**src/sv/ncdf_pkg.sv**
```systemverilog
// ----------------------------------------------------------------------------
// ncdf_pkg
// Widths, fixed-point constants and pipeline payload types shared by the
// normal CDF pipeline. Every intermediate value carries 28 fraction bits.
// ----------------------------------------------------------------------------
package ncdf_pkg;

    localparam int X_WIDTH_DEF   = 16;
    localparam int CDF_WIDTH_DEF = 16;

    localparam int FB    = 28;          // fraction bits of all intermediates
    localparam int T_W   = FB + 1;      // t and erfc never exceed 1.0
    localparam int Z_W   = 31;          // z = |x|/sqrt(2) stays below 6.0
    localparam int D_W   = 32;          // divisor 2 + z
    localparam int ZZ_W  = 34;          // z*z stays below 33.0
    localparam int ACC_W = 32;          // Horner accumulator, signed
    localparam int M_W   = 33;          // exponent magnitude, saturated
    localparam int N_W   = 6;           // integer part of the base-2 exponent
    localparam int U_W   = FB;          // reduced argument below ln 2
    localparam int S_W   = FB + 1;      // Taylor partial sum, at most 1.0
    localparam int L_W   = 29;          // width of the log2(e) constant

    localparam int HORNER_STEPS = 9;
    localparam int TAYLOR_TERMS = 12;
    localparam int N_TAIL       = 30;   // exp underflows to zero from here on

    localparam longint unsigned ONE = 64'd1 << FB;

    localparam logic [27:0] KSQ =
        28'(((64'd100000000 << FB) + 64'd70710678) / 64'd141421356);
    localparam logic [L_W-1:0] LOG2E_Q = 29'd387270501;
    localparam logic [U_W-1:0] LN2_Q   = 28'd186065279;

    // Decimal coefficient scaled by 1e8 to Q.28, rounded to nearest.
    function automatic logic signed [ACC_W-1:0] e8q(input longint unsigned v);
        longint unsigned m;
        m = ((v << FB) + 64'd50000000) / 64'd100000000;
        return $signed(ACC_W'(m));
    endfunction

    localparam logic signed [ACC_W-1:0] COEF [HORNER_STEPS+1] = '{
        -e8q(64'd126551223),
         e8q(64'd100002368),
         e8q(64'd37409196),
         e8q(64'd9678418),
        -e8q(64'd18628806),
         e8q(64'd27886807),
        -e8q(64'd113520398),
         e8q(64'd148851587),
        -e8q(64'd82215223),
         e8q(64'd17087277)
    };

    // Values that ride along the pipeline next to the working data.
    typedef struct packed {
        logic            neg;
        logic [ZZ_W-1:0] zz;
        logic [T_W-1:0]  t;
        logic [N_W-1:0]  n;
    } side_t;

    typedef struct packed {
        logic [D_W-1:0] rem;
        logic [T_W-1:0] nl;
        logic [T_W-1:0] q;
        logic [D_W-1:0] d;
    } div_state_t;

    typedef struct packed {
        logic [U_W-1:0] u;
        logic [S_W-1:0] s;
    } tay_t;

endpackage

```
**src/sv/ncdf_horner_cell.sv**
```systemverilog
// ----------------------------------------------------------------------------
// ncdf_horner_cell
// One Horner step of the erfc exponent polynomial: acc = COEF + acc*t,
// with the product rounded on its magnitude. Two register stages.
// ----------------------------------------------------------------------------
module ncdf_horner_cell #(
    parameter logic signed [ncdf_pkg::ACC_W-1:0] COEF = '0
) (
    input  logic                               clk,
    input  logic                               rst_n,
    input  logic                               advance,
    input  logic                               prev_valid,
    input  logic signed [ncdf_pkg::ACC_W-1:0]  prev_acc,
    input  ncdf_pkg::side_t                    prev_side,
    output logic                               valid,
    output logic signed [ncdf_pkg::ACC_W-1:0]  acc,
    output ncdf_pkg::side_t                    side
);

    localparam int ACC_W = ncdf_pkg::ACC_W;
    localparam int FB    = ncdf_pkg::FB;
    localparam int P_W   = ACC_W + ncdf_pkg::T_W;

    logic                    mul_valid_reg;
    logic [P_W-1:0]          prod_reg;
    logic                    neg_reg;
    ncdf_pkg::side_t         mul_side_reg;
    logic [ACC_W-1:0]        mag;
    logic [ACC_W:0]          rnd;
    logic signed [ACC_W+1:0] term;
    logic signed [ACC_W+1:0] sum;
    logic                    valid_reg;
    logic signed [ACC_W-1:0] acc_reg;
    ncdf_pkg::side_t         side_reg;

    assign mag = prev_acc[ACC_W-1] ? ACC_W'(-prev_acc) : ACC_W'(prev_acc);

    assign rnd  = (ACC_W+1)'((prod_reg + (P_W'(1) << (FB - 1))) >> FB);
    assign term = neg_reg ? -$signed({1'b0, rnd}) : $signed({1'b0, rnd});
    assign sum  = (ACC_W+2)'(COEF) + term;

    always_ff @(posedge clk or negedge rst_n)
    begin
        if (!rst_n)
        begin
            mul_valid_reg <= 1'b0;
            valid_reg     <= 1'b0;
        end
        else if (advance)
        begin
            mul_valid_reg <= prev_valid;
            valid_reg     <= mul_valid_reg;
        end
    end

    always_ff @(posedge clk)
    begin
        if (advance)
        begin
            prod_reg     <= P_W'(mag) * P_W'(prev_side.t);
            neg_reg      <= prev_acc[ACC_W-1];
            mul_side_reg <= prev_side;
            acc_reg      <= $signed(sum[ACC_W-1:0]);
            side_reg     <= mul_side_reg;
        end
    end

    assign valid = valid_reg;
    assign acc   = acc_reg;
    assign side  = side_reg;

endmodule

```
**config.mk**
```make
export PLATFORM = sky130hd
export DESIGN_NAME = ncdf_horner_cell
export DESIGN_NICKNAME = d
export VERILOG_FILES = /design/src/sv/ncdf_pkg.sv /design/src/sv/ncdf_horner_cell.sv
export SDC_FILE = /design/constraint.sdc
export NUM_CORES = 2
export LEC_CHECK = 0
export ABC_CLOCK_PERIOD_IN_PS = 9330
export BUFFER_PORTS_ARGS = -buffer_cell sky130_fd_sc_hd__clkbuf_2
export CAP_MARGIN = 20
export CORE_UTILIZATION = 43
export DETAILED_ROUTE_END_ITERATION = 7
export PLACE_DENSITY = 0.68
export SLEW_MARGIN = 30
export SYNTH_ARGS = -nofsm -noshare
export SYNTH_HDL_FRONTEND = slang
export SYNTH_SLANG_ARGS = --single-unit
export TNS_END_PERCENT = 10
```
**constraint.sdc**
```tcl
create_clock -name clk -period 9.33 [get_ports clk]
set_clock_uncertainty 0.1 [all_clocks]
set_input_delay 0.4665 -clock clk [delete_from_list [all_inputs] [get_ports clk]]
set_output_delay 0.4665 -clock clk [all_outputs]
set_load 0.05 [all_outputs]
```
# Yosys cells after proc, flatten, opt, wreduce, memory -nomap -nowiden
# Cells that the tools add are included.
[word_totals] input_bits=106 elab_cells=19 reg_bits=235
[classes] addsub=3 multipliers=1 n_mux=2
[ops] operator="$mux W32" count=2
[ops] operator="$neg A32 Y32" count=2
[ops] operator="$add A60 B28 Y60 const B" count=1
[ops] operator="$mul A32 B29 Y60" count=1

# Logic depth before layout (Yosys ltp)
[logic_depth] word_depth=3 depth_mapped=39 depth_no_buf=35

# Worst setup path after synthesis
# OpenSTA, ideal clock, no wires.
[synth_timing] kind="input to register" start="input port prev_acc[0] (netlist name)" end="register prod_reg[53] (data pin)" setup_time_ps=259 t_arrival_ps=9337 path_buffers=3 path_slack_ps=-366 stages=34 path_cell_list="clkbuf_1 clkbuf_1 inv_1 ha_1 or3b_1 or2_2 nand2b_1 nand2b_1 o41a_1 xor2_1 clkbuf_1 and2_1 fa_1 fa_1 fa_1 inv_1 fa_1 inv_1 fa_1 fa_1 fa_1 inv_1 fa_1 inv_1 ha_1 a21o_1 a211o_1 a21oi_1 and2_1 a311oi_1 nor3_1 o21ai_0 a221o_1 xor2_1"
[synth_via] elab_chain_cells=3
[synth_rtl] element="start: declaration" line="ncdf_horner_cell.sv:13" rtl="input logic signed [ncdf_pkg::ACC_W-1:0] prev_acc,"
[synth_rtl] element="$neg A32 Y32" line="ncdf_horner_cell.sv:36" rtl="assign mag = prev_acc[ACC_W-1] ? ACC_W'(-prev_acc) : ACC_W'(prev_acc);"
[synth_rtl] element="$mux W32 *" line="ncdf_horner_cell.sv:36"
[synth_rtl] element="$mul A32 B29 Y60 *" line="ncdf_horner_cell.sv:60" rtl="prod_reg <= P_W'(mag) * P_W'(prev_side.t);"
[synth_rtl] element="end signal: assignment" line="ncdf_horner_cell.sv:60"
[synth_rtl] element="end: declaration" line="ncdf_horner_cell.sv:25" rtl="logic [P_W-1:0] prod_reg;"
# Mark *: on every way between the ends. The rest lies on a longest branch, timed or not.
# A chain may end at the register's enable or synchronous reset.

# Final worst setup path
[layout_timing] start="input port prev_acc[3] (netlist name)" end="register prod_reg[59] (data pin)"
# Same word-level chain as after synthesis.

==> impl_metrics.toml <==
[run_status]
status = "complete, no violations"

[drt]
wl_um = 106400
top_layer = "met5"
dr_wl_met3_um = 9865
first_pass_iters = 5
wl_per_cell_um = 19.84
drt_iter0_drc = 1869
viasPerCell = 5.136
drc = 0
m1WireLength_um = 44710
vias = 27530
postRouteAntennaNets = 0
met2_length_um = 48980

[sta]
period_needed_ns = 9.136
setup_ws_ns = 0.1935
fmax_mhz = 109.5
slew_headroom = 0.3762
setup_viol = 0
tightest_slew_ns = 0.9357
final.period_utilization = 0.9793
hold_viol_final = 0
drv_slew = 0
rsz0062_at_grt = "yes"

[worst_setup_path]
cp.required_ns = 9.48
rrSetupSlack_ns = 5.32
rr_startpoint = "prod_reg[28]$_DFFE_PP_"
cp.arrival_ns = 9.29
crit_type = "input pin to flop"
reg2reg_to = "acc[24]$_DFFE_PP_"
startpoint = "prev_acc[3]"
cpPeakStageDelay_ns = 0.57
startpoint_type = "input pin"
endpoint_kind = "flop"
cp_slowest_cell = "fa_1"
r2r.worst_path.cells = 10
cpMostUsedCell = "fa_1"
cp_max_fo = 6

[synth]
ys_top_cells_by_area = "fa_1 42%, edfxtp_1 16%, and2_1 8.6%"
synth.ff_latch_count = 208
synth_area_leader_cell = "fa_1"
synth_area_um2 = 38120
synth.distinct_cells = 71
synth.avg_cell_area_um2 = 9.951
yosys.area.top_type_share = 0.4217
synthArstFlopShare = 0.009615
synth_edf_count = 206
synth_most_common_cell = "inv_1"
synth_ff_type = "edfxtp_1"
synthCells = 3831
netlist_top_cells_count = "837 x inv_1, 803 x fa_1, 524 x and2_1"
synth-seq-area-share = 0.1636
synth_nets = 4984
yosys_warnings = 0

[clock_tree]
cts_root_buf = "clkbuf_16"
cts-buffers-inserted = 23
cts_sinks = 208
cts_tree = "done"
clk_latency_ns = 0.52
htree_levels = 1
cts.clk_slew.worst_paths_ns = 0.06
clockBufferDepth = 3

[global_route]
grt_first_pass_wirelength_um = 167600
grt_pass1_vias = 29610
track_usage = 0.2427
grt-ovfl-total = 0
grt_max_degree = 85
antenna_found_initial = 13

[hold_path]
hold_class = "input pin to flop"
worstHoldEndpoint = "mul_side_reg[57]$_DFFE_PP_"
holdPathStages = 1
worstHoldStart = "prev_side[57]"

[floorplan]
initial_utilization = 0.4367
num_rows = 108
core_um2 = 87290
die_area_um2 = 89850
die_h_um = 299.8
die_w_um = 299.8
io_pins = 209

[job]
cap_violations = 0

[place]
placed_area_um2 = 42460
dp_cells = 5286
hpwl_um = 86860
gp_congestion = 0.9764
numPortBuffers = 208
dp_slack_ns = -0.6417

[cells_and_area]
layout.cells.non_filler = 5361
multi_input_area_um2 = 28660
final_layout_size_suffix_gt1_frac = 0.1567
ff_latch_area_um2 = 6236
fin_area_um2 = 44040
area_delta_synth_final_pct = 15.51
finalNetCount = 5337
fillers = 7869
-- cell usage in the layout, fill, tap and decap left out, types with 9 or more instances in the layout --
master and n:
inv_1 835, fa_1 796, and2_1 517, nand2_1 464, buf_4 279, ha_1 239
clkbuf_2 207, edfxtp_1 206, xnor2_1 68, a21oi_1 51, o21ai_0 38, a21o_1 37
nand3_1 29, nor3_1 27, nor2_1 26, xor2_1 26, clkbuf_16 25, xnor2_2 16
nand4_1 15, dlygate4sd3_1 15, and3_1 14, buf_12 14, buf_6 12, o31ai_1 10
nor2b_1 9
-- cell type report --
| class | count | area share |
|---|---|---|
| inverters | 837 | 0.07135 |
| clock buffers | 26 | 0.01333 |
| well taps | 1155 | 0.03282 |
| diodes | 6 | 0.0003410 |
| multi-input cells | 2583 | 0.6509 |
| clock inverters | 15 | 0.003949 |
| flip-flops and latches | 208 | 0.1416 |
| repair buffers | 531 | 0.08575 |
-- through the flow --
stage,hold slack [ns],utilization,TNS (ns)
2_1_floorplan,0.07091,-,-0.002673
3_3_place_gp,0.1529,0.4861,-7.453
3_5_place_dp,0.1605,0.4865,-10.32
4_1_cts,0.0003007,0.4969,-0.04365
5_1_grt,0.003120,0.5044,-0.3531
6_report,0.01241,0.5045,0
-- worst max-delay path, delay by kind of cell --
kind | cells | cell delay, ns
simple gates | 9 | 2.02
fa+ha+maj | 9 | 4.29
buf+inv | 9 | 0.89
compound gates | 7 | 1.45
xor+xnor | 1 | 0.15
-- worst max-delay path by stage --
stage,cells past startpoint,to
2_1_floorplan,34,prod_reg[53]$_DFFE_PP_
3_3_place_gp,35,prod_reg[59]$_DFFE_PP_
3_5_place_dp,35,prod_reg[58]$_DFFE_PP_
4_1_cts,35,prod_reg[59]$_DFFE_PP_
5_1_grt,35,prod_reg[59]$_DFFE_PP_
6_report,35,prod_reg[59]$_DFFE_PP_
-- repair_timing --
item / 4_1_cts / 5_1_grt
setup buffers: 0 / 11
pin swaps: 0 / 62
cloned: 0 / 2
resized for setup: 7 / 88
setup endpoints to repair: 7 / 23
hold endpoints to repair: 13 / 3
hold buffers: 12 / 3
-- logic make-up (layout without fill, tap and decap cells) --
logic type | Yosys count | after routing | synth area share
simple gates | 1171 | 1171 | 0.1600
fa+ha+maj | 1047 | 1047 | 0.5018
buf+inv | 1040 | 1409 | 0.1028
compound gates | 232 | 232 | 0.04076
flops | 208 | 208 | 0.1636
xor+xnor | 123 | 123 | 0.02826
mux | 10 | 10 | 0.002823
other cells | 0 | 6 | 0
-- metal layers --
metal  up-vias  GRT usage
met5         -          0
met4        10    0.06062
met3       154    0.05911
met2      1038     0.3888
met1     14130     0.3313
li1      12200          -
Power is not shown: default switching activity piles up to over one toggle a cycle in this logic, so the estimate is an artifact.
