$ cat config.mk
export PLATFORM = sky130hd
export DESIGN_NAME = ncdf_taylor_cell
export DESIGN_NICKNAME = d
export VERILOG_FILES = /design/src/sv/ncdf_pkg.sv /design/src/sv/ncdf_taylor_cell.sv
export SDC_FILE = /design/constraint.sdc
export NUM_CORES = 2
export LEC_CHECK = 0
export BUFFER_PORTS_ARGS = -buffer_cell sky130_fd_sc_hd__buf_4
export CAP_MARGIN = 25
export CORE_ASPECT_RATIO = 1.25
export CORE_MARGIN = 2
export CORE_UTILIZATION = 32
export DETAILED_ROUTE_END_ITERATION = 7
export HOLD_SLACK_MARGIN = 0.06
export PLACE_DENSITY = 0.5
export SLEW_MARGIN = 25
export SYNTH_ARGS = -nofsm -noshare
export SYNTH_HDL_FRONTEND = slang
export SYNTH_SLANG_ARGS = --single-unit
$ cat constraint.sdc
create_clock -name clk -period 19.1 [get_ports clk]
set_clock_uncertainty 0.05 [all_clocks]
set_input_delay 0.955 -clock clk [delete_from_list [all_inputs] [get_ports clk]]
set_output_delay 0.955 -clock clk [all_outputs]
set_load 0.02 [all_outputs]
$ cat src/sv/ncdf_pkg.sv
// ----------------------------------------------------------------------------
// ncdf_pkg
// Widths, fixed-point constants and pipeline payload types shared by the
// normal CDF pipeline. Every intermediate value carries 28 fraction bits.
// ----------------------------------------------------------------------------
package ncdf_pkg;

    localparam int X_WIDTH_DEF   = 16;
    localparam int CDF_WIDTH_DEF = 16;

    localparam int FB    = 28;          // fraction bits of all intermediates
    localparam int T_W   = FB + 1;      // t and erfc never exceed 1.0
    localparam int Z_W   = 31;          // z = |x|/sqrt(2) stays below 6.0
    localparam int D_W   = 32;          // divisor 2 + z
    localparam int ZZ_W  = 34;          // z*z stays below 33.0
    localparam int ACC_W = 32;          // Horner accumulator, signed
    localparam int M_W   = 33;          // exponent magnitude, saturated
    localparam int N_W   = 6;           // integer part of the base-2 exponent
    localparam int U_W   = FB;          // reduced argument below ln 2
    localparam int S_W   = FB + 1;      // Taylor partial sum, at most 1.0
    localparam int L_W   = 29;          // width of the log2(e) constant

    localparam int HORNER_STEPS = 9;
    localparam int TAYLOR_TERMS = 12;
    localparam int N_TAIL       = 30;   // exp underflows to zero from here on

    localparam longint unsigned ONE = 64'd1 << FB;

    localparam logic [27:0] KSQ =
        28'(((64'd100000000 << FB) + 64'd70710678) / 64'd141421356);
    localparam logic [L_W-1:0] LOG2E_Q = 29'd387270501;
    localparam logic [U_W-1:0] LN2_Q   = 28'd186065279;

    // Decimal coefficient scaled by 1e8 to Q.28, rounded to nearest.
    function automatic logic signed [ACC_W-1:0] e8q(input longint unsigned v);
        longint unsigned m;
        m = ((v << FB) + 64'd50000000) / 64'd100000000;
        return $signed(ACC_W'(m));
    endfunction

    localparam logic signed [ACC_W-1:0] COEF [HORNER_STEPS+1] = '{
        -e8q(64'd126551223),
         e8q(64'd100002368),
         e8q(64'd37409196),
         e8q(64'd9678418),
        -e8q(64'd18628806),
         e8q(64'd27886807),
        -e8q(64'd113520398),
         e8q(64'd148851587),
        -e8q(64'd82215223),
         e8q(64'd17087277)
    };

    // Values that ride along the pipeline next to the working data.
    typedef struct packed {
        logic            neg;
        logic [ZZ_W-1:0] zz;
        logic [T_W-1:0]  t;
        logic [N_W-1:0]  n;
    } side_t;

    typedef struct packed {
        logic [D_W-1:0] rem;
        logic [T_W-1:0] nl;
        logic [T_W-1:0] q;
        logic [D_W-1:0] d;
    } div_state_t;

    typedef struct packed {
        logic [U_W-1:0] u;
        logic [S_W-1:0] s;
    } tay_t;

endpackage

$ cat src/sv/ncdf_taylor_cell.sv
// ----------------------------------------------------------------------------
// ncdf_taylor_cell
// One Horner term of the exp(-u) Taylor series: s = 1 - round(u*s/K).
// The division by K is a reciprocal multiply with a one-step correction.
// Three register stages.
// ----------------------------------------------------------------------------
module ncdf_taylor_cell #(
    parameter int K = 1
) (
    input  logic            clk,
    input  logic            rst_n,
    input  logic            advance,
    input  logic            prev_valid,
    input  ncdf_pkg::tay_t  prev_tay,
    input  ncdf_pkg::side_t prev_side,
    output logic            valid,
    output ncdf_pkg::tay_t  tay,
    output ncdf_pkg::side_t side
);

    localparam int FB  = ncdf_pkg::FB;
    localparam int U_W = ncdf_pkg::U_W;
    localparam int S_W = ncdf_pkg::S_W;
    localparam int P_W = U_W + S_W;
    localparam int Y_W = FB + 1;
    localparam int R_W = 32;
    localparam int Q_W = Y_W + R_W;
    localparam logic [R_W-1:0] RCP  = R_W'(64'hFFFF_FFFF / K);
    localparam logic [P_W-1:0] BIAS = P_W'(K) << (FB - 1);

    logic            v1_reg;
    logic [P_W-1:0]  p_reg;
    logic [U_W-1:0]  u1_reg;
    ncdf_pkg::side_t side1_reg;

    logic            v2_reg;
    logic [Y_W-1:0]  y_reg;
    logic [Y_W-1:0]  q0_reg;
    logic [U_W-1:0]  u2_reg;
    ncdf_pkg::side_t side2_reg;

    logic            valid_reg;
    ncdf_pkg::tay_t  tay_reg;
    ncdf_pkg::side_t side_reg;

    logic [Y_W-1:0]  y;
    logic [Q_W-1:0]  qprod;
    logic [Y_W:0]    kq;
    logic [Y_W:0]    rem;
    logic [Y_W-1:0]  q;
    ncdf_pkg::tay_t  tay_next;

    assign y     = Y_W'(p_reg >> FB);
    assign qprod = Q_W'(y) * Q_W'(RCP);

    // The estimate is the quotient or one below it.
    assign kq  = (Y_W+1)'(q0_reg) * (Y_W+1)'(K);
    assign rem = {1'b0, y_reg} - kq;
    assign q   = (rem >= (Y_W+1)'(K)) ? q0_reg + 1'b1 : q0_reg;

    always_comb
    begin
        tay_next.u = u2_reg;
        tay_next.s = S_W'(ncdf_pkg::ONE) - S_W'(q);
    end

    always_ff @(posedge clk or negedge rst_n)
    begin
        if (!rst_n)
        begin
            v1_reg    <= 1'b0;
            v2_reg    <= 1'b0;
            valid_reg <= 1'b0;
        end
        else if (advance)
        begin
            v1_reg    <= prev_valid;
            v2_reg    <= v1_reg;
            valid_reg <= v2_reg;
        end
    end

    always_ff @(posedge clk)
    begin
        if (advance)
        begin
            p_reg     <= P_W'(prev_tay.u) * P_W'(prev_tay.s) + BIAS;
            u1_reg    <= prev_tay.u;
            side1_reg <= prev_side;
            y_reg     <= y;
            q0_reg    <= Y_W'(qprod >> R_W);
            u2_reg    <= u1_reg;
            side2_reg <= side1_reg;
            tay_reg   <= tay_next;
            side_reg  <= side2_reg;
        end
    end

    assign valid = valid_reg;
    assign tay   = tay_reg;
    assign side  = side_reg;

endmodule

==> After elaboration in Yosys (flattened, before gate mapping) <==
Index checks and enable logic that the tools add are counted.
{ "word_totals": {"n_memories": 0, "latch_bits": 0, "in_bits": 131, "wordCells": 30, "output_inout_bits": 128, "ram_bits": 0, "register_bits": 441, "romBits": 0} }
{ "classes": {"magnitude_cmp": 1, "n_shift": 0, "n_div": 0, "n_addsub": 4, "n_reduce_logical": 0, "eq_ne": 0, "multipliers": 2, "bitwise_logic": 0, "mux": 1} }
{ "ops": {"columns": ["cell", "n"], "rows": [
  ["$mul 29x32->61 const B", 1],
  ["$add 57x28->57 const B", 1],
  ["$mul 28x29->57", 1],
  ["$ge 30x1->1 const B", 1],
  ["$sub 29x29->30", 1],
  ["$add 29x1->29 const B", 1],
  ["$mux 29", 1],
  ["$sub 29x29->29 const A", 1]
]} }

==> Logic depth before layout (Yosys ltp) <==
{ "depth": {"ltp_word": 4, "depth_mapped": 31, "mapped_depth_nobuf": 31} }

==> Worst setup path before layout <==
OpenSTA, ideal clock, no wires.
{ "synth_path": {"kind": "register -> register", "start": "reg p_reg[41]", "end": "reg q0_reg[24], data pin", "t_required_ns": 18.792, "path_buffers": 1, "setup_ns": 0.258, "t_arrival_ns": 8.538, "path_stages_with_launch": 30, "path_slack_ns": 10.255, "period_less_slack_ns": 8.845, "path_cell_list": "edfxtp_1 -> inv_1 -> fa_1 -> fa_1 -> inv_1 -> fa_1 -> clkbuf_1 -> xor2_1 -> xnor2_1 -> inv_1 -> fa_1 -> fa_1 -> fa_1 -> inv_1 -> fa_1 -> inv_1 -> ha_1 -> a2111oi_0 -> o21ai_0 -> a211oi_1 -> o21ai_0 -> a41oi_1 -> o21ba_2 -> o31a_1 -> a21oi_1 -> a41oi_1 -> a21boi_0 -> a311o_1 -> a21oi_1 -> xnor2_1"} }
{ "synth_via": {"elab_chain_len": 1} }
{ "synth_rtl": {"columns": ["element", "line_no", "text"], "rows": [
  ["start, declared", "ncdf_taylor_cell.sv:32", "logic [P_W-1:0] p_reg;"],
  ["start signal, assigned", "ncdf_taylor_cell.sv:87", "p_reg <= P_W'(prev_tay.u) * P_W'(prev_tay.s) + BIAS;"],
  ["$mul 29x32->61", "ncdf_taylor_cell.sv:54", "assign qprod = Q_W'(y) * Q_W'(RCP);"],
  ["named net qprod[56]", "ncdf_taylor_cell.sv:47", "logic [Q_W-1:0] qprod;"],
  ["end signal, assigned", "ncdf_taylor_cell.sv:91", "q0_reg <= Y_W'(qprod >> R_W);"],
  ["end, declared", "ncdf_taylor_cell.sv:38", "logic [Y_W-1:0] q0_reg;"]
]} }
The timed path passes the listed nets, and every way through them passes these cells.
A chain may end at the register's enable or synchronous reset.

==> Final worst setup path <==
{ "layout_path": {"start": "reg p_reg[40]", "end": "reg q0_reg[24], data pin"} }
The elaborated chain is that of the path after synthesis.

==> flow_summary.json <==
{
  "status": "finished, final reports clean",
  "cp-end-kind": "flip-flop",
  "fin_area_mm2": 0.05876,
  "placed_area_mm2": 0.05716,
  "critPathBufInv": 5,
  "clockRootBuffer": "clkbuf_16",
  "nets": 6672,
  "final_common_cell": "inv_1",
  "synth_area_mm2": 0.05324,
  "start_util_pct": 32.17,
  "clkTransAtPathRegs_ns": 0.06,
  "worstPathArrival_ns": 10.55,
  "ys_top_cells_by_area": "fa_1 (36%), edfxtp_1 (23%), ha_1 (13%)",
  "io_pins": 259,
  "crit_slowest_cell": "fa_1",
  "max_cap_violations": 0,
  "synthFlopType": "edfxtp_1",
  "slew_viol_final": 0,
  "synthArstFlopShare_pct": 0.7264,
  "htree_levels": 2,
  "netlist-cell-type-count": 101,
  "post-place-ws_ns": 8.763,
  "wirelength_mm": 137.2,
  "path_class": "flip-flop to flip-flop",
  "post_cts_resized": 0,
  "yosysTopAreaCell": "fa_1",
  "cp.required_ns": 19.43,
  "place.gp.congestion": 0.9006,
  "setup_slack_ns": 8.883,
  "clock_latency_ns": 0.64,
  "holdWs_ns": 0.3633,
  "core_area_mm2": 0.1655,
  "rsz0062_at_grt": "no",
  "holdPathStages": 0,
  "port_buffers": 258,
  "final_cell_mix": "inv_1 (1093), fa_1 (946), ha_1 (543), nand2_1 (468), and2_1 (429)",
  "drt-wirelength-per-cell_um": 18.82,
  "yosys.area.top_type_share_pct": 35.57,
  "tritoncts": "done",
  "yosysSeqAreaShare_pct": 23.27,
  "grtUsageMet1_pct": 20.38,
  "dpl.hpwl_mm": 108.8,
  "period_share_pct": 53.49,
  "first_pass_iters": 7,
  "cts.sinks": 413,
  "cp_top_family": "adder cells",
  "numCtsBuffers": 45,
  "syn_nets": 6559,
  "slowest_delay_ns": 0.87,
  "dieArea_mm2": 0.1697,
  "drive_above_1_share_pct": 7.506,
  "synth_area_per_cell_um2": 10.78,
  "gr-usage-met2_pct": 30.10,
  "ant_nets": 0,
  "setup-violations-final": 0,
  "synth_edf_count": 410,
  "setup_tns_ns": 0,
  "crit_path_frequent_cell": "fa_1",
  "path_depth": 28,
  "hp-class": "flip-flop to flip-flop",
  "first_global_vias": 37380,
  "grt.busiest_layer": "met2",
  "syn_to_final_growth_pct": 10.36,
  "routed_via_density": 4.671,
  "maxSlewHeadroom_pct": 18.43,
  "ys_seq_elements": 413,
  "ys_warn_count": 0,
  "grt_overflow": 0,
  "grt_pass1_wl_mm": 217.4,
  "hold_viol_final": 0,
  "min_period_ns": 10.22,
  "antenna_found_initial": 7,
  "drtIter0Drc": 1633,
  "fmax_ghz": 0.09788,
  "gr-usage-all-layers_pct": 16.50,
  "cts_max_path_buffers": 3,
  "vias": 34060,
  "grt_max_degree": 83,
  "die-height_um": 460.0,
  "drc": 0,
  "worst_pin_slew_ns": 1.208,
  "grt_use_met3_pct": 1.780,
  "die_x_um": 368.8,
  "worstPathMaxFanout": 10,
  "start_kind": "flip-flop",
  "worst_r2r_path_depth": 28,
  "row_count": 167,
  "synth_cells": 4939
}
-- layer usage --
metal | share of wire [%] | vias to the layer above
met2 | 52 | 665
met3 | 3.6 | 162
li1 | - | 15630
met5 | 0.044 | -
met4 | 2.9 | 8
met1 | 41 | 17590
-- worst register-to-register path, delay by kind of cell (launching register included) --
family / cells / cell delay (ns)
flops: 1 / 0.47
fa+ha+maj: 8 / 4.39
buf+inv: 5 / 0.63
compound gates: 12 / 3.43
xor+xnor: 3 / 1.06
-- Yosys cell counts (4+ instances only) --
master     instances
nor3_1            45
o2111ai_1          7
xor2_1            31
or2_2              4
nand4_1           25
xnor2_1           97
edfxtp_1         410
a31o_2             4
nor4_1            11
a21boi_0           4
and4_1             4
clkbuf_1         177
o22ai_1            5
fa_1             946
or3_1             11
nand2b_1          15
o211a_1            5
a21oi_1          105
clkbuf_2           5
a2111oi_0          5
nor2b_1           14
mux2_2             5
nor2_1            94
a21o_1            53
nand2_1          468
o31ai_1           12
nand3_1           45
o21ai_0           59
buf_6              4
o21a_1            24
and2_1           429
maj3_1             4
a211oi_1          10
o21bai_1           7
inv_1           1093
and3_1            16
a31oi_1           14
o211ai_1          15
a221oi_1           7
a41oi_1            4
mux2i_1           11
buf_2              8
ha_1             543
-- kinds of logic after synthesis --
group / share of synthesized area (%)
AO/OA/AOI/OAI: 4.968
XOR/XNOR: 2.136
adder cells (fa/ha/maj): 48.41
buffers and inverters: 9.273
flip-flops: 23.27
multiplexers: 0.3337
AND/OR/NAND/NOR: 11.62
-- per-stage QoR --
stage,std cells,util (%)
final,7291,35.50
after global routing,7287,35.50
after CTS,7286,35.50
after detailed placement,7201,34.54
after global placement,7201,34.54
after floorplan,4939,-
-- area by class of cell --
class | instances | area (um2)
Tap cell | 2197 | 2749
Inverter | 1093 | 4103
Clock buffer | 59 | 1219
Multi-Input combinational cell | 3232 | 35920
Clock inverter | 25 | 354.1
Fill cell | 16650 | 106700
Timing Repair Buffer | 267 | 2014
Antenna cell | 5 | 12.51
Sequential cell | 413 | 12390
-- repair_timing --
| action | CTS | global route |
|---|---|---|
| buffers inserted | 0 | 0 |
| endpoints found under the hold margin | 3 | 0 |
| hold buffers | 1 | 0 |
-- path summary, 6_finish.rpt --
kind,slack (ns),startpoint,endpoint
max in group asynchronous,18.28,rst_n,v1_reg
hold reg to reg,0.36,side2_reg[7],side[7]
setup / recovery,8.88,p_reg[40],q0_reg[24]
hold / removal,0.36,side2_reg[7],side[7]
setup reg to reg,8.88,p_reg[40],q0_reg[24]
min in group asynchronous,0.63,rst_n,valid
Power is not shown: default switching activity piles up to over one toggle a cycle in this logic, so the estimate is an artifact.
