`src/sv/ncdf_pkg.sv`:
```
// ----------------------------------------------------------------------------
// ncdf_pkg
// Widths, fixed-point constants and pipeline payload types shared by the
// normal CDF pipeline. Every intermediate value carries 28 fraction bits.
// ----------------------------------------------------------------------------
package ncdf_pkg;

    localparam int X_WIDTH_DEF   = 16;
    localparam int CDF_WIDTH_DEF = 16;

    localparam int FB    = 28;          // fraction bits of all intermediates
    localparam int T_W   = FB + 1;      // t and erfc never exceed 1.0
    localparam int Z_W   = 31;          // z = |x|/sqrt(2) stays below 6.0
    localparam int D_W   = 32;          // divisor 2 + z
    localparam int ZZ_W  = 34;          // z*z stays below 33.0
    localparam int ACC_W = 32;          // Horner accumulator, signed
    localparam int M_W   = 33;          // exponent magnitude, saturated
    localparam int N_W   = 6;           // integer part of the base-2 exponent
    localparam int U_W   = FB;          // reduced argument below ln 2
    localparam int S_W   = FB + 1;      // Taylor partial sum, at most 1.0
    localparam int L_W   = 29;          // width of the log2(e) constant

    localparam int HORNER_STEPS = 9;
    localparam int TAYLOR_TERMS = 12;
    localparam int N_TAIL       = 30;   // exp underflows to zero from here on

    localparam longint unsigned ONE = 64'd1 << FB;

    localparam logic [27:0] KSQ =
        28'(((64'd100000000 << FB) + 64'd70710678) / 64'd141421356);
    localparam logic [L_W-1:0] LOG2E_Q = 29'd387270501;
    localparam logic [U_W-1:0] LN2_Q   = 28'd186065279;

    // Decimal coefficient scaled by 1e8 to Q.28, rounded to nearest.
    function automatic logic signed [ACC_W-1:0] e8q(input longint unsigned v);
        longint unsigned m;
        m = ((v << FB) + 64'd50000000) / 64'd100000000;
        return $signed(ACC_W'(m));
    endfunction

    localparam logic signed [ACC_W-1:0] COEF [HORNER_STEPS+1] = '{
        -e8q(64'd126551223),
         e8q(64'd100002368),
         e8q(64'd37409196),
         e8q(64'd9678418),
        -e8q(64'd18628806),
         e8q(64'd27886807),
        -e8q(64'd113520398),
         e8q(64'd148851587),
        -e8q(64'd82215223),
         e8q(64'd17087277)
    };

    // Values that ride along the pipeline next to the working data.
    typedef struct packed {
        logic            neg;
        logic [ZZ_W-1:0] zz;
        logic [T_W-1:0]  t;
        logic [N_W-1:0]  n;
    } side_t;

    typedef struct packed {
        logic [D_W-1:0] rem;
        logic [T_W-1:0] nl;
        logic [T_W-1:0] q;
        logic [D_W-1:0] d;
    } div_state_t;

    typedef struct packed {
        logic [U_W-1:0] u;
        logic [S_W-1:0] s;
    } tay_t;

endpackage

```
`src/sv/ncdf_div_cell.sv`:
```
// ----------------------------------------------------------------------------
// ncdf_div_cell
// One cell of the restoring divider for t = 2/(2+z): it retires one quotient
// bit per cycle while advance is high and passes the partial remainder on.
// ----------------------------------------------------------------------------
module ncdf_div_cell (
    input  logic                   clk,
    input  logic                   rst_n,
    input  logic                   advance,
    input  logic                   prev_valid,
    input  ncdf_pkg::div_state_t   prev_div,
    input  ncdf_pkg::side_t        prev_side,
    output logic                   valid,
    output ncdf_pkg::div_state_t   div,
    output ncdf_pkg::side_t        side
);

    localparam int D_W = ncdf_pkg::D_W;
    localparam int T_W = ncdf_pkg::T_W;

    logic                 valid_reg;
    ncdf_pkg::div_state_t div_reg;
    ncdf_pkg::div_state_t div_next;
    ncdf_pkg::side_t      side_reg;
    logic [D_W:0]         trial;
    logic                 take;

    assign trial = {prev_div.rem, prev_div.nl[T_W-1]};
    assign take  = trial >= {1'b0, prev_div.d};

    always_comb
    begin
        div_next.rem = take ? D_W'(trial - {1'b0, prev_div.d}) : trial[D_W-1:0];
        div_next.nl  = {prev_div.nl[T_W-2:0], 1'b0};
        div_next.q   = {prev_div.q[T_W-2:0], take};
        div_next.d   = prev_div.d;
    end

    always_ff @(posedge clk or negedge rst_n)
    begin
        if (!rst_n)
        begin
            valid_reg <= 1'b0;
        end
        else if (advance)
        begin
            valid_reg <= prev_valid;
        end
    end

    always_ff @(posedge clk)
    begin
        if (advance)
        begin
            div_reg  <= div_next;
            side_reg <= prev_side;
        end
    end

    assign valid = valid_reg;
    assign div   = div_reg;
    assign side  = side_reg;

endmodule

```
`config.mk`:
```
export PLATFORM = sky130hd
export DESIGN_NAME = ncdf_div_cell
export DESIGN_NICKNAME = d
export VERILOG_FILES = /design/src/sv/ncdf_pkg.sv /design/src/sv/ncdf_div_cell.sv
export SDC_FILE = /design/constraint.sdc
export NUM_CORES = 1
export LEC_CHECK = 0
export ABC_AREA = 1
export BUFFER_PORTS_ARGS = -buffer_cell sky130_fd_sc_hd__buf_2
export CAP_MARGIN = 20
export CORE_AREA = 2 2 151 153
export CTS_BUF_LIST = sky130_fd_sc_hd__clkbuf_8
export CTS_CLUSTER_SIZE = 30
export DETAILED_ROUTE_END_ITERATION = 8
export DIE_AREA = 0 0 153 155
export GPL_TIMING_DRIVEN = 0
export PLACE_DENSITY = 0.66
export SYNTH_ARGS = -nofsm -noshare
export SYNTH_HDL_FRONTEND = slang
export SYNTH_SLANG_ARGS = --single-unit
```
`constraint.sdc`:
```
create_clock -name clk -period 0.98 [get_ports clk]
set_clock_uncertainty 0.05 [all_clocks]
set_input_delay 0.049 -clock clk [delete_from_list [all_inputs] [get_ports clk]]
set_output_delay 0.049 -clock clk [all_outputs]
set_load 0.01 [all_outputs]
```
; Yosys cells after proc, flatten, opt, wreduce, memory -nomap -nowiden
; Cells that the tools add are included.
[classes]
order_cmp = 1
shift = 0
n_div = 0
mux = 1
bitwise_logic = 0
add_sub_neg = 1
n_reduce_logical = 0
n_mul = 0
eq_ne = 0
[op_table]
columns = op, count
row1 = $ge 33x32->1, 1
row2 = $mux 32, 1
row3 = $sub 32x32->32, 1
[totals]
n_memories = 0
reg_bits = 192
ram_bits = 0
elab_cells = 12
rom_bits = 0
latch_bits = 0

; Logic depth before layout (Yosys ltp)
; Gate-level depths: netlist of run 1.
[depth]
word_depth = 2
mapped_depth = 16
ltp_nobuf = 14

; Worst setup path before layout of run 1
; Ideal clock, no wire load.
[synth_path]
kind = input to register
start = input prev_div[89] (netlist bit)
end = register div_reg, in the netlist div[106], data pin
setup_ps = 252
n_path_buf = 0
required_time_ps = 678
arrival_ps = 1394
slack_ps = -717
stages = 13
path_cell_list = inv_1 ha_1 fa_1 inv_1 nand3_1 nand3_1 nand2_1 nand3_1 nand3_1 nand2_1 nand2_1 nand3_2 nand2_1
[synth_rtl]
columns = element, line_no
row1 = start: declaration, ncdf_div_cell.sv:11  ; input ncdf_pkg::div_state_t prev_div,
row2 = end signal: assignment, ncdf_div_cell.sv:55  ; div_reg <= div_next;
row3 = end: declaration, ncdf_div_cell.sv:22  ; ncdf_pkg::div_state_t div_reg;

==> run_results.csv, run 1 <==
group,metric,value,unit
run_status,status,"finished, violations left",
run_status,violations,"hold timing, setup timing",
cts,cts_tree,"built",
global_routing,grt_start_max_net_pins,106,
timing,finalCriticalPeriod,1.421,ns
floorplanning,io_pins,389,
synthesis,ys_seq_area_share,64.41,%
layout,areaGrowthSynthToFinish,72.44,%
floorplanning,coreArea,22230,um^2
cts,root_buffer,"clkbuf_8",
hold_path,min_path_cells,1,
global_routing,grt_util_met2,42.20,%
detailed_routing,drc,0,
power_and_ir_drop,sequentialPowerShare,47.4,%
worst_setup_path,crit_path_frequent_cell,"nand2_4",
layout,post-route-cell-area,15420,um^2
worst_setup_path,rr_worst_depth,2,
synthesis,synth_area_per_cell,10.62,um^2
timing,tightest_slew,0.5331,ns
global_routing,grt-ovfl-total,0,
detailed_routing,drtIter0Drc,461,
worst_setup_path,cp_slowest_stage_delay,0.27,ns
layout,layout_commonest_cell,"buf_2",
detailed_routing,wl,29670,um
global_routing,grt_pass1_vias,8243,
power_and_ir_drop,intPower,14.86,mW
timing,setup_viol,225,
timing,finalCritPeriodShare,145.0,%
cts,postCtsHoldBufs,193,
detailed_routing,num_vias,8323,
worst_setup_path,critPathKind,"in -> reg",
detailed_routing,ant_nets,0,
synthesis,synthXorXnorAreaFrac,1.371,%
detailed_routing,wl_per_cell,16.57,um
synthesis,syn_area,8944,um^2
synthesis,synth_compound_area_share,1.455,%
global_routing,gr-max-usage-layer,"met2",
synthesis,synth-simple-area-share,20.55,%
layout,largest_reg_flops,121,
synthesis,synth-seq-cells,192,
power_and_ir_drop,pwr-share-clk,25.3,%
floorplanning,rows,55,
synthesis,synth_mux_area_share,0.1259,%
worst_setup_path,cpMaxStageDelayCell,"ha_4",
worst_setup_path,worstPathRequired,1.14,ns
power_and_ir_drop,p_switching,6.455,mW
synthesis,syn-instance-count,842,
detailed_routing,dr.pass1.iters,5,
hold_path,hp-class,"in -> reg",
power_and_ir_drop,ir_drop,928.2,uV
flow_run,cap_violations,0,
global_routing,antenna_found_initial,6,
power_and_ir_drop,cellPowerDensity,1382,nW/um^2
power_and_ir_drop,cellLeakagePower,7.142,nW
cts,clk_latency,0.45,ns
worst_setup_path,cp.arrival,1.58,ns
timing,slew_viol_final,0,
global_routing,grtUsageMet1,28.52,%
global_routing,met3_usage,5.599,%
synthesis,syn_nets,1071,
timing,rsz0062_at_grt,"true",
cts,cts_sinks,192,
synthesis,synth_top_family_by_area,"simple AND/OR/NAND/NOR gates",
timing,max_freq,0.7039,GHz
layout,drive_gt1_share,48.40,%
place,place_congestion,0.9221,
timing,final.setup.tns,-32.58,ns
power_and_ir_drop,switching_share,30.29,%
synthesis,yosys_warnings,0,
layout,final_cell_mix,"359 x buf_2, 193 x dlygate4sd3_1, 191 x edfxtp_1",
floorplanning,die_x,153,um
layout,final_nets,1718,
worst_setup_path,worstPathCellList,"buf_2, inv_2, ha_4, nand2_4, inv_2, nand2_2, nand2_2, inv_2, nand3_4, nand2_4, nand2_4, nand2_4, nand2_8, buf_12, nand3_2, nand2_1",
worst_setup_path,cp-end-kind,"flip-flop",
power_and_ir_drop,comb_power_share,27.3,%
cts,path_clk_slew,0.11,ns
cts,cts_buffer_depth,2,
cts,cts_max_level,4,
floorplanning,initial_utilization,40.24,%
cts,numCtsBuffers,17,
timing,hold_ws,-0.05228,ns
floorplanning,die_y,155,um
worst_setup_path,startpoint_type,"primary input",
worst_setup_path,path_max_fanout,8,
timing,fin_ws,-0.4407,ns
place,io_buffers,386,
place,placed_area,11590,um^2
timing,maxSlewHeadroom,64.46,%
timing,final_hold_viol_count,18,
place,dp_hpwl,20390,um
global_routing,gr-usage-all-layers,23.91,%
detailed_routing,vias_per_cell,4.647,
synthesis,synthAdderAreaFrac,4.701,%
global_routing,grt_first_pass_wirelength,43880,um
floorplanning,die_area,23720,um^2
synthesis,yosysUniqueCellTypes,30,
## per-stage QoR
step                      cells  hold WS, ns  worst slack, ns  utilization (%)  power, mW
after CTS                  1773     -0.05588          -0.3647            66.94      20.93
after detailed placement   1514      -0.2234           -1.192            52.16      14.23
final                      1791     -0.05228          -0.4407            69.38      21.32
after floorplan             842      -0.2966          -0.6310                -      12.39
after global routing       1791     -0.05201          -0.5157            69.38      22.30
after global placement     1513      -0.2259           -2.784            52.00      14.17
## worst max-delay path, delay by kind of cell
| kind | cells | cell delay, ns |
|---|---|---|
| buf+inv | 5 | 0.43 |
| fa+ha+maj | 1 | 0.27 |
| simple gates | 10 | 0.82 |
## routing by layer
layer,vias to the layer above,part of all wire [%]
met2,293,51
met5,-,0.094
met4,4,3.3
li1,4048,-
met3,70,5.6
met1,3908,40
## power by group through the flow
stage               Sequential [mW]  Clock, mW  Combinational (mW)
floorplan                      10.7          0                1.68
global placement               10.3          0                3.90
detailed placement             10.3          0                3.97
CTS                            10.1       5.56                5.29
global route                   10.2       5.88                6.27
finish                         10.1       5.40                5.82
## Yosys cell counts
master	count	share of area [%]
o21ai_0	2	0.11
dfrtp_1	1	0.28
nor2_4	1	0.13
buf_4	1	0.084
and2_1	8	0.56
nor2_2	3	0.21
nand3_2	11	1.2
nor3_1	6	0.34
nand2_8	1	0.22
nand4_1	3	0.21
nand2_1	274	11
buf_2	7	0.39
nand2_4	1	0.13
xor2_1	13	1.3
inv_1	150	6.3
fa_1	1	0.22
edfxtp_1	191	64
ha_1	32	4.5
nor2_1	34	1.4
a21oi_1	21	1.2
nand2_2	3	0.21
a21o_1	2	0.17
nand3b_1	11	0.92
buf_12	2	0.45
mux2_2	1	0.13
conb_1	1	0.042
xnor2_1	1	0.098
nor3_2	3	0.34
buf_6	1	0.13
nand3_1	56	3.1
## cell families (layout without fill, tap and decap cells)
family,Yosys count,in the layout
AND/OR/NAND/NOR,415,415
flip-flops,192,192
buffers and inverters,161,821
adder cells (fa/ha/maj),33,33
AO/OA/AOI/OAI,25,25
XOR/XNOR,14,14
other,1,5
multiplexers,1,1
## final cells by class
class | instances | area, um^2
flip-flops and latches | 192 | 5761
clock inverters | 15 | 197.7
repair buffers | 629 | 4494
well taps | 285 | 356.6
fillers | 1551 | 6805
diodes | 4 | 10.01
multi-input cells | 489 | 3675
plain buffers | 10 | 118.9
inverters | 150 | 575.6
clock buffers | 17 | 234.0
## timing repair
action,in CTS,in global routing
gates cloned,2,1
endpoints found under the setup margin,292,225
pin swaps,57,45
setup buffers,33,13
gates resized for setup,187,112
hold endpoints to repair,217,18
## final timing paths
check                      slack (ns)         startpoint                  to
max reg2reg                      0.05  valid$_DFFE_PN0P_   valid$_DFFE_PN0P_
min                             -0.05            advance   div[27]$_DFFE_PP_
max in group asynchronous        0.37              rst_n   valid$_DFFE_PN0P_
min in group asynchronous        0.41              rst_n   valid$_DFFE_PN0P_
max                             -0.44        prev_div[8]  div[109]$_DFFE_PP_
min reg2reg                      0.58  valid$_DFFE_PN0P_   valid$_DFFE_PN0P_
Note: power is estimated with default switching activity, not from simulation.
==> run 2, diff against run 1 <==
Settings changed: CELL_PAD_IN_SITES_DETAIL_PLACEMENT from default to 0, CELL_PAD_IN_SITES_GLOBAL_PLACEMENT from default to 2, CORE_AREA 2 2 151 153 to default, CORE_ASPECT_RATIO from default to 1.75, CORE_UTILIZATION from default to 29, DIE_AREA 0 0 153 155 to default, PLACE_DENSITY 0.66 to 0.78.
==> run_results.csv, run 2 (synthesis results as in run 1) <==
group,metric,value,unit
run_status,status,"finished, violations left",
run_status,violations,"hold timing, setup timing",
place,dp_cells,1616,
global_routing,grt_pass1_vias,8421,
power_and_ir_drop,p_total,21.67,mW
worst_setup_path,startpoint_type,"primary input",
timing,tightest_slew,0.6138,ns
floorplanning,die_x,134.8,um
worst_setup_path,reg2reg_slack,0.18,ns
detailed_routing,drtIter0Drc,347,
detailed_routing,vias_per_cell,4.359,
layout,final_nets,1717,
global_routing,grt-ovfl-total,0,
power_and_ir_drop,cellLeakagePower,7.162,nW
timing,fin_ws,-0.4055,ns
layout,finish.utilization,51.59,%
layout,layout_commonest_cell,"buf_2",
global_routing,gr-usage-all-layers,22.33,%
cts,cts_max_level,4,
floorplanning,initial_utilization,29.65,%
timing,slew_viol_final,0,
detailed_routing,wl,35400,um
worst_setup_path,worstPathRequired,1.20,ns
layout,final.fill_count,2757,
worst_setup_path,cp-end-kind,"flip-flop",
detailed_routing,dr.pass1.iters,4,
detailed_routing,drc,0,
layout,final_cell_mix,"351 x buf_2, 193 x dlygate4sd3_1, 191 x edfxtp_1",
cts,cts_sinks,192,
timing,max_freq,0.7218,GHz
hold_path,worstHoldStart,"advance",
timing,finalCritPeriodShare,141.4,%
global_routing,grt_start_max_net_pins,114,
place,place_congestion,0.8502,
worst_setup_path,critPathKind,"in -> reg",
timing,rsz0062_at_grt,"true",
place,io_buffers,386,
detailed_routing,num_vias,8234,
cts,root_buffer,"clkbuf_8",
cts,path_clk_slew,0.12,ns
layout,areaGrowthSynthToFinish,73.99,%
layout,layoutNonFillerInstCount,1889,
cts,numCtsBuffers,17,
power_and_ir_drop,cellPowerDensity,1392,nW/um^2
worst_setup_path,rr_worst_depth,1,
place,pre_cts_ws,-1.460,ns
place,dp_hpwl,26450,um
worst_setup_path,setup.worst_path.start,"prev_div[23]",
worst_setup_path,reg2reg_from,"valid$_DFFE_PN0P_",
hold_path,hp-class,"in -> reg",
floorplanning,coreArea,30160,um^2
layout,drive_gt1_share,47.10,%
power_and_ir_drop,ir_drop,909.0,uV
worst_setup_path,path_max_fanout,6,
worst_setup_path,cp.arrival,1.61,ns
cts,cts_buffer_depth,2,
flow_run,cap_violations,0,
floorplanning,die_y,234.3,um
timing,finalCriticalPeriod,1.385,ns
timing,hold_ws,-0.09540,ns
cts,cts_tree,"built",
timing,maxSlewHeadroom,59.08,%
detailed_routing,wl_per_cell,18.74,um
floorplanning,die_area,31570,um^2
cts,clk_latency,0.51,ns
floorplanning,rows,84,
global_routing,grt_first_pass_wirelength,49810,um
timing,final_hold_viol_count,79,
hold_path,min_path_cells,1,
worst_setup_path,r2r_end,"valid$_DFFE_PN0P_",
layout,largest_reg_flops,121,
global_routing,antenna_found_initial,2,
hold_path,holdPathEnd,"side[4]$_DFFE_PP_",
timing,setup_viol,225,
detailed_routing,ant_nets,0,
floorplanning,io_pins,389,
-- run 2: changes by cell type in the layout (fill, tap and decap cells not counted), sizes merged --
cell and delta:
diode -3, bufinv -1, clkinv +1, inv -1
-- run 2: stage by stage --
stage,cell area (um^2),setup TNS (ns)
detailed placement,11720,-107.64
floorplan,9269,-20.49
global route,15560,-54.58
CTS,15270,-51.22
finish,15560,-42.46
global placement,11690,-559.19
-- run 2: worst max path at each step --
| stage | to | slack [ns] | cells after the start |
|---|---|---|---|
| after global routing | div[113]$_DFFE_PP_ | -0.45 | 14 |
| after floorplan | div[121]$_DFFE_PP_ | -0.63 | 12 |
| after detailed placement | div[114]$_DFFE_PP_ | -1.46 | 13 |
| after global placement | valid$_DFFE_PN0P_ | -2.80 | 2 |
| after CTS | div[116]$_DFFE_PP_ | -0.37 | 14 |
| final | div[113]$_DFFE_PP_ | -0.41 | 14 |
-- run 2: power breakdown --
| group | switching (mW) | internal, mW |
|---|---|---|
| clock network | 3.59 | 2.06 |
| registers | 0.201 | 9.90 |
| logic | 3.16 | 2.76 |
-- run 2: per-layer routing --
layer | vias up | wire length (um) | global-route usage, %
met1 | 3863 | 12550 | 22.80
met3 | 47 | 2067 | 4.561
met2 | 285 | 19750 | 43.48
li1 | 4037 | - | -
met5 | - | 13 | 0
met4 | 2 | 1012 | 8.813
-- run 2: area by class of cell --
cell class	instances	area, um^2	share of cell area, %
sequential	192	5761	37.02
timing repair buffer	629	4529	29.11
multi-input combinational	489	3652	23.47
inverter	150	588.1	3.779
tap	387	484.2	3.112
clock buffer	18	247.7	1.592
clock inverter	14	187.7	1.206
buffer	9	108.9	0.6995
antenna	1	2.502	0.01608
-- run 2: critical path: stages --
cell and delay [ns]:
buf_2 0.11, inv_1 0.09, ha_4 0.23, nand2_4 0.09, nor2_4 0.04, nand2_2 0.09
nor2_4 0.06, nand2_2 0.05, nand2_2 0.07, nor2_4 0.24, nand2_8 0.15, buf_12 0.19
nand3_4 0.07, nand2_2 0.06
-- run 2: timing repair --
action | CTS | global route
pin swaps | 39 | 36
setup endpoints to repair | 225 | 321
hold buffers | 191 | 2
gates resized for setup | 243 | 64
cloned | 2 | 0
setup buffers | 40 | 7
endpoints found under the hold margin | 265 | 81
